<file path="config.mk">
export PLATFORM = sky130hd
export DESIGN_NAME = min_priority_queue
export DESIGN_NICKNAME = d
export VERILOG_FILES = /design/src/rtl/mpq_pkg.sv /design/src/rtl/mpq_store.sv /design/src/rtl/mpq_min_unit.sv /design/src/rtl/min_priority_queue.sv
export SDC_FILE = /design/constraint.sdc
export NUM_CORES = 1
export LEC_CHECK = 0
export BUFFER_PORTS_ARGS = -buffer_cell sky130_fd_sc_hd__buf_2
export CORE_ASPECT_RATIO = 1.2
export CORE_UTILIZATION = 45
export CTS_CLUSTER_DIAMETER = 100
export DETAILED_ROUTE_END_ITERATION = 8
export PLACE_DENSITY = 0.59
export SYNTH_ARGS = -nofsm -noshare
export SYNTH_HDL_FRONTEND = slang
export SYNTH_SLANG_ARGS = --single-unit
</file>
<file path="constraint.sdc">
create_clock -name clk -period 13.6 [get_ports clk]
set_clock_uncertainty 0.05 [all_clocks]
set_input_delay 0 -clock clk [delete_from_list [all_inputs] [get_ports clk]]
set_output_delay 0 -clock clk [all_outputs]
set_load 0.01 [all_outputs]
</file>
<file path="src/rtl/mpq_pkg.sv">
// Shared constants, types and codes of the min priority queue.
`default_nettype none
package mpq_pkg;

  localparam int CAPACITY   = 16;
  localparam int VALUE_BITS = 32;
  localparam int IDX_W      = (CAPACITY > 1) ? $clog2(CAPACITY) : 1;
  localparam int CNT_W      = $clog2(CAPACITY + 1);

  typedef logic signed [VALUE_BITS-1:0] value_t;
  typedef logic [IDX_W-1:0]             idx_t;
  typedef logic [CNT_W-1:0]             cnt_t;

  typedef enum logic [2:0] {
    S_IDLE,
    S_SCAN1,
    S_MOVE_RD,
    S_MOVE_WR,
    S_SCAN2,
    S_DONE
  } state_t;

  typedef enum logic [1:0] {
    STAT_DONE  = 2'd0,
    STAT_FULL  = 2'd1,
    STAT_EMPTY = 2'd2
  } status_t;

  // Candidate strobe into the shared comparator.
  typedef struct packed {
    logic clear;
    logic valid;
    idx_t idx;
  } cand_ctl_t;

  // Access request to the entry store.
  typedef struct packed {
    logic wr_en;
    idx_t wr_addr;
    logic rd_en;
    idx_t rd_addr;
  } store_req_t;

endpackage
`default_nettype wire

</file>
<file path="src/rtl/mpq_store.sv">
// Entry store: one write port and one read port with registered read data.
`default_nettype none
module mpq_store (
  input  logic                clk,
  input  mpq_pkg::store_req_t req,
  input  mpq_pkg::value_t     wr_data,
  output mpq_pkg::value_t     rd_data
);
  import mpq_pkg::*;

  value_t mem [CAPACITY];
  value_t rd_data_r;

  always_ff @(posedge clk) begin
    if (req.wr_en) begin
      mem[req.wr_addr] <= wr_data;
    end
  end

  always_ff @(posedge clk) begin
    if (req.rd_en) begin
      rd_data_r <= mem[req.rd_addr];
    end
  end

  assign rd_data = rd_data_r;

endmodule
`default_nettype wire

</file>
<file path="src/rtl/mpq_min_unit.sv">
// Shared signed comparator that tracks the first-found smallest candidate.
`default_nettype none
module mpq_min_unit (
  input  logic               clk,
  input  logic               rst_n,
  input  mpq_pkg::cand_ctl_t ctl,
  input  mpq_pkg::value_t    cand_val,
  output mpq_pkg::value_t    best_val,
  output mpq_pkg::idx_t      best_idx
);
  import mpq_pkg::*;

  logic   have_r, have_nxt;
  value_t best_val_r;
  idx_t   best_idx_r;
  logic   take;

  // A strict less-than keeps the lowest index among equal minima.
  assign take = ctl.valid && (ctl.clear || !have_r || (cand_val < best_val_r));

  always_comb begin
    have_nxt = have_r;
    if (ctl.valid) begin
      have_nxt = 1'b1;
    end else if (ctl.clear) begin
      have_nxt = 1'b0;
    end
  end

  always_ff @(posedge clk) begin
    if (!rst_n) begin
      have_r <= 1'b0;
    end else begin
      have_r <= have_nxt;
    end
  end

  always_ff @(posedge clk) begin
    if (take) begin
      best_val_r <= cand_val;
      best_idx_r <= ctl.idx;
    end
  end

  assign best_val = best_val_r;
  assign best_idx = best_idx_r;

endmodule
`default_nettype wire

</file>
<file path="src/rtl/min_priority_queue.sv">
// Top level: sequencer of the min priority queue over store and comparator.
// Enqueue and rejected items pass from S_IDLE through S_DONE back to S_IDLE.
// Dequeue makes two scans of the store through the single comparator, one word per
// cycle, with the move of the last word (S_MOVE_RD, S_MOVE_WR) between them.
// Items are accepted only in S_IDLE, so a new item waits until the last is done.
// The result is registered on leaving S_DONE; a held result stalls the sequencer.
// Synchronous active-low reset empties the queue; store contents are not cleared.
`default_nettype none
module min_priority_queue (
  input  logic               clk,
  input  logic               rst_n,
  input  logic               in_valid,
  output logic               in_ready,
  input  logic               in_func,
  input  logic signed [31:0] in_value,
  output logic               out_valid,
  input  logic               out_ready,
  output logic [1:0]         out_status,
  output logic signed [31:0] out_front_value,
  output logic               out_is_empty,
  output logic [4:0]         out_entry_count
);
  import mpq_pkg::*;

  state_t     state_r, state_nxt;
  cnt_t       count_r, count_nxt;
  cnt_t       addr_r, addr_nxt;
  status_t    stat_r, stat_nxt;
  logic       scan_rd_r, scan_rd_nxt;
  idx_t       rd_idx_r;
  logic       out_valid_r, out_valid_nxt;
  logic [1:0] out_status_r;
  logic signed [31:0] out_front_r;
  logic       out_empty_r;
  logic [4:0] out_count_r;

  store_req_t req;
  value_t     wr_data;
  value_t     rd_data;
  cand_ctl_t  ctl;
  value_t     cand_val;
  value_t     best_val;
  idx_t       best_idx;
  value_t     front_w;
  cnt_t       last_w;
  value_t     in_fit;
  logic       accept;
  logic       full;
  logic       load_out;
  logic       issue;

  mpq_store u_store (
    .clk     (clk),
    .req     (req),
    .wr_data (wr_data),
    .rd_data (rd_data)
  );

  mpq_min_unit u_min (
    .clk      (clk),
    .rst_n    (rst_n),
    .ctl      (ctl),
    .cand_val (cand_val),
    .best_val (best_val),
    .best_idx (best_idx)
  );

  assign accept   = in_valid && in_ready;
  assign full     = (count_r == CNT_W'(CAPACITY));
  assign last_w   = count_r - CNT_W'(1);
  assign in_fit   = VALUE_BITS'(in_value);
  assign issue    = (addr_r < count_r);
  assign load_out = (state_r == S_DONE) && (!out_valid_r || out_ready);
  assign front_w  = (count_r == '0) ? '0 : best_val;

  // Next state.
  always_comb begin
    state_nxt = state_r;
    case (state_r)
      S_IDLE: begin
        if (accept) begin
          if (in_func && (count_r != '0)) begin
            state_nxt = S_SCAN1;
          end else begin
            state_nxt = S_DONE;
          end
        end
      end
      S_SCAN1: begin
        if (!issue && !scan_rd_r) begin
          state_nxt = S_MOVE_RD;
        end
      end
      S_MOVE_RD: state_nxt = S_MOVE_WR;
      S_MOVE_WR: state_nxt = S_SCAN2;
      S_SCAN2: begin
        if (!issue && !scan_rd_r) begin
          state_nxt = S_DONE;
        end
      end
      S_DONE: begin
        if (load_out) begin
          state_nxt = S_IDLE;
        end
      end
      default: state_nxt = S_IDLE;
    endcase
  end

  // Datapath controls.
  always_comb begin
    in_ready    = 1'b0;
    count_nxt   = count_r;
    addr_nxt    = addr_r;
    stat_nxt    = stat_r;
    scan_rd_nxt = 1'b0;
    req         = '0;
    wr_data     = rd_data;
    ctl         = '0;
    cand_val    = rd_data;
    case (state_r)
      S_IDLE: begin
        in_ready = 1'b1;
        addr_nxt = '0;
        if (accept) begin
          stat_nxt = STAT_DONE;
          if (!in_func) begin
            if (full) begin
              stat_nxt = STAT_FULL;
            end else begin
              // The new word joins the running minimum through the comparator.
              req.wr_en   = 1'b1;
              req.wr_addr = count_r[IDX_W-1:0];
              wr_data     = in_fit;
              ctl.valid   = 1'b1;
              ctl.clear   = (count_r == '0);
              ctl.idx     = count_r[IDX_W-1:0];
              cand_val    = in_fit;
              count_nxt   = count_r + CNT_W'(1);
            end
          end else if (count_r == '0) begin
            stat_nxt = STAT_EMPTY;
          end else begin
            ctl.clear = 1'b1;
          end
        end
      end
      S_SCAN1, S_SCAN2: begin
        if (issue) begin
          req.rd_en   = 1'b1;
          req.rd_addr = addr_r[IDX_W-1:0];
          addr_nxt    = addr_r + CNT_W'(1);
          scan_rd_nxt = 1'b1;
        end
        ctl.valid = scan_rd_r;
        ctl.idx   = rd_idx_r;
      end
      S_MOVE_RD: begin
        req.rd_en   = 1'b1;
        req.rd_addr = last_w[IDX_W-1:0];
      end
      S_MOVE_WR: begin
        // The last word fills the hole left by the minimum.
        req.wr_en   = 1'b1;
        req.wr_addr = best_idx;
        wr_data     = rd_data;
        count_nxt   = last_w;
        addr_nxt    = '0;
        ctl.clear   = 1'b1;
      end
      default: begin
      end
    endcase
  end

  always_comb begin
    out_valid_nxt = out_valid_r;
    if (load_out) begin
      out_valid_nxt = 1'b1;
    end else if (out_ready) begin
      out_valid_nxt = 1'b0;
    end
  end

  always_ff @(posedge clk) begin
    if (!rst_n) begin
      state_r     <= S_IDLE;
      count_r     <= '0;
      addr_r      <= '0;
      stat_r      <= STAT_DONE;
      scan_rd_r   <= 1'b0;
      out_valid_r <= 1'b0;
    end else begin
      state_r     <= state_nxt;
      count_r     <= count_nxt;
      addr_r      <= addr_nxt;
      stat_r      <= stat_nxt;
      scan_rd_r   <= scan_rd_nxt;
      out_valid_r <= out_valid_nxt;
    end
  end

  always_ff @(posedge clk) begin
    rd_idx_r <= addr_r[IDX_W-1:0];
    if (load_out) begin
      out_status_r <= stat_r;
      out_front_r  <= 32'(front_w);
      out_empty_r  <= (count_r == '0);
      out_count_r  <= 5'(count_r);
    end
  end

  assign out_valid       = out_valid_r;
  assign out_status      = out_status_r;
  assign out_front_value = out_front_r;
  assign out_is_empty    = out_empty_r;
  assign out_entry_count = out_count_r;

  a_count_bound: assert property (@(posedge clk) disable iff (!rst_n)
    count_r <= CNT_W'(CAPACITY))
    else $error("entry count above capacity");

  a_enq_count: assert property (@(posedge clk) disable iff (!rst_n)
    (accept && !in_func && !full) |=> (count_r == $past(count_r) + CNT_W'(1)))
    else $error("enqueue did not grow the count");

  a_hole_in_range: assert property (@(posedge clk) disable iff (!rst_n)
    (state_r == S_MOVE_WR) |-> (CNT_W'(best_idx) < count_r))
    else $error("removed entry beyond the stored entries");

  a_scan_read_only_in_scan: assert property (@(posedge clk) disable iff (!rst_n)
    scan_rd_r |-> (state_r == S_SCAN1 || state_r == S_SCAN2))
    else $error("scan word arrived outside a scan");

endmodule
`default_nettype wire
</file>
==> results.ini <==
[floorplanning]
die-area_um2=58700
num_rows=96
die_w_um=221
ios=79
start_util_pct=45.5
core_um2=57100
die_y_um=265

[grt]
grt_max_degree=94
antenna_found_initial=0
first_global_vias=15500
track_usage_pct=24.1
grt_pass1_wl_um=103000
grt_overflow=0

[sta]
period_minus_slack_ns=6.48
relSlewSlack_pct=21.8
tns_ns=0
setup_violations=0
hold_viol=0
fin_crit_sh_pct=47.7
rsz0062_at_grt=no
maxSlewViolCount=0
worst-slew-pin-transition_ns=1.17
max_freq_mhz=154

[critical_path]
critPathMaxFanout=43
endpoint_kind=flop
cp_data_required_time_ns=13.80
path_common_cell=buf_4
rr_startpoint=state_r[0]$_SDFFE_PN0P_
worstReg2RegEnd=u_min.best_val[23]$_DFFE_PP_
path_class=flop to flop
critPathMaxStageDelay_ns=0.81
reg2reg_setup_slack_ns=7.12
start_kind=flop
crit_arrival_ns=6.68
slowest_stage=a2111oi_0
worstPathCellList=or4b_1 > a311oi_4 > buf_4 > mux2_2 > ha_1 > or4_1 > o31ai_1 > a21oi_1 > a2111oi_0 > xnor2_1 > o21ba_2 > buf_4
reg2regPathDepth=12

[place]
placed_area_um2=27300
gp_congestion=0.797
io_buffers=78
hpwl_um=33500
dp_cells=2494

[synth]
netlist.area_leader.share_pct=71.7
synthFlopType=edfxtp_1
syn_inst=1764
synthesis.nets=1840
synth_cell_types=59
syn_avg_cell_area_um2=14.7
ys_async_sr_fraction_pct=0
synth_area_leaders=edfxtp_1 72%, a211oi_1 4.5%, nand2_1 2.4%
yosys_warnings=0
yosysSeqAreaShare_pct=73.4
netlist_top_cells_count=620 x edfxtp_1, 165 x nand2_1, 157 x a211oi_1, 115 x a21oi_1, 98 x and3_1
synthesis.area_um2=26000
yosysMostFrequentCell=edfxtp_1
synth_edf_count=620
yosys.area.top_type=edfxtp_1
ys_ff_latch=642

[drt]
drc=0
vias=16100
wl_per_cell_um=26.9
antenna_left=0
wirelength_um=71100
drtPass1Iterations=5
vias_per_cell=6.09
dr.first_iter.drc_count=1437

[final_layout]
drive_gt1_share_pct=14.0
stdcell_count=2641
final_area_um2=29600
num-nets-final=1934
antennaDiodeCount=0
syn2layout_area_growth_pct=14.2

[clock_tree]
clk_pin_slew_ns=0.07
clockRootBuffer=clkbuf_16
numCtsBuffers=60
cts_tree=yes
clock_sinks=642
clk_path_buf_depth=3
worstSkewPairLatency_ns=0.63
cts_resized=0
htree_levels=2

[run]
cap_violations=0

[pwr]
p_leak_nw=9.92
p_seq_share_pct=46.4
p_sw_w=0.00171
p_int_w=0.00396
peakVddDrop_v=0.000114
powerDensity_nw_per_um2=191
p_comb_share_pct=23.3
switching_share_pct=30.2
pwr-share-clk_pct=30.3

[status]
outcome=finished clean

[hold_path]
hold_depth=3
hp-class=input port to flop
holdPathEnd=u_store.mem[10][0]$_DFFE_PP_
min_from=in_value[0]

-- through the flow --
stage,utilization (%),total power [W],hold WS [ns],setup WS [ns]
after floorplan,-,0.00351,0.0782,8.36
after global placement,47.8,0.00396,0.278,7.43
after CTS,52.0,0.00570,0.157,7.25
after global routing,52.0,0.00590,0.202,6.96
final,52.0,0.00567,0.175,7.12
after detailed placement,47.8,0.00399,0.284,7.29
-- kinds of logic (layout without fill, tap and decap cells) --
family	count (synthesis)	in the layout	share of synthesized area (%)
AOI/OAI and AO/OA	432	432	11.4
DFF	642	642	73.4
muxes	65	65	2.66
and+or+nand+nor	417	417	7.93
adders and majority gates	39	39	1.88
buffers and inverters	161	303	2.43
xor gates and xnor gates	8	8	0.270
-- power by group through the flow --
stage                     Sequential [W]  Clock, W  Combinational [W]
after global routing             0.00264   0.00181            0.00145
final                            0.00263   0.00172            0.00132
after floorplan                  0.00266         0           0.000852
after CTS                        0.00263   0.00173            0.00133
after detailed placement         0.00267         0            0.00132
after global placement           0.00267         0            0.00129
-- cell type report --
cell class / instances / area, um2
fill: 4594 / 27400
sequential: 642 / 19100
multi-input combinational: 961 / 6460
clock buffer: 68 / 1570
timing repair buffer: 153 / 1050
tap: 735 / 920
clock inverter: 42 / 434
inverter: 40 / 150
-- sequential cells by signal (all words and copies together) (netlist names) --
register / flops
addr_r: 5
count_r: 5
out_entry_count: 5
out_front_value: 32
out_is_empty: 1
out_status: 2
out_valid: 1
rd_idx_r: 4
scan_rd_r: 1
stat_r: 2
state_r: 3
u_min.best_idx: 4
u_min.best_val: 32
u_min.have_r: 1
u_store.mem: 512
u_store.rd_data: 32
-- routing by layer --
metal / share of wire [%] / vias up / track usage (%)
met1: 43 / 8197 / 33.6
met3: 7.4 / 117 / 3.11
met5: 0 / - / 0
met2: 48 / 671 / 39.7
li1: - / 7100 / -
met4: 2.4 / 0 / 6.71
-- placed cells by master, fill, tap and decap left out, drive strengths merged, types with 3 or more instances in the layout --
cell / instances
edfxtp: 620
nand2: 165
a211oi: 157
buf: 116
a21oi: 115
and3: 98
clkbuf: 68
nor2: 67
o21ai: 48
inv: 40
ha: 39
dlygate4sd3: 37
mux2i: 34
a311oi: 34
or4: 32
mux2: 31
a221oi: 31
clkinv: 29
dfxtp: 22
nand3: 13
nor2b: 9
bufinv: 9
nand4: 7
and2: 7
nor3: 6
o21a: 6
o211ai: 6
xnor2: 6
a21o: 5
a21boi: 5
clkinvlp: 4
nand2b: 4
a22oi: 3
a221o: 3
-- worst max path at each step --
stage	startpoint	to	slack, ns	depth (start not counted)
2_1_floorplan	state_r[0]$_SDFFE_PN0P_	u_min.best_idx[0]$_DFFE_PP_	8.36	12
3_3_place_gp	state_r[0]$_SDFFE_PN0P_	u_min.best_val[19]$_DFFE_PP_	7.43	12
3_5_place_dp	state_r[0]$_SDFFE_PN0P_	u_min.best_val[15]$_DFFE_PP_	7.29	12
4_1_cts	state_r[0]$_SDFFE_PN0P_	u_min.best_val[3]$_DFFE_PP_	7.25	12
5_1_grt	state_r[0]$_SDFFE_PN0P_	u_min.best_val[16]$_DFFE_PP_	6.96	12
6_report	state_r[0]$_SDFFE_PN0P_	u_min.best_val[23]$_DFFE_PP_	7.12	12
-- timing repair --
action | 4_1_cts | 5_1_grt
hold buffers | 37 | 0
hold endpoints to repair | 546 | 0
buffers inserted | 0 | 0
-- critical path, delay by kind of cell, from the launching register on --
family / cells / cell delay (ns)
simple gates: 2 / 1.28
buf+inv: 2 / 1.26
mux: 1 / 0.55
xor+xnor: 1 / 0.20
compound gates: 5 / 1.95
fa+ha+maj: 1 / 0.26
flops: 1 / 0.44
Power figures use the tool's default switching activity.
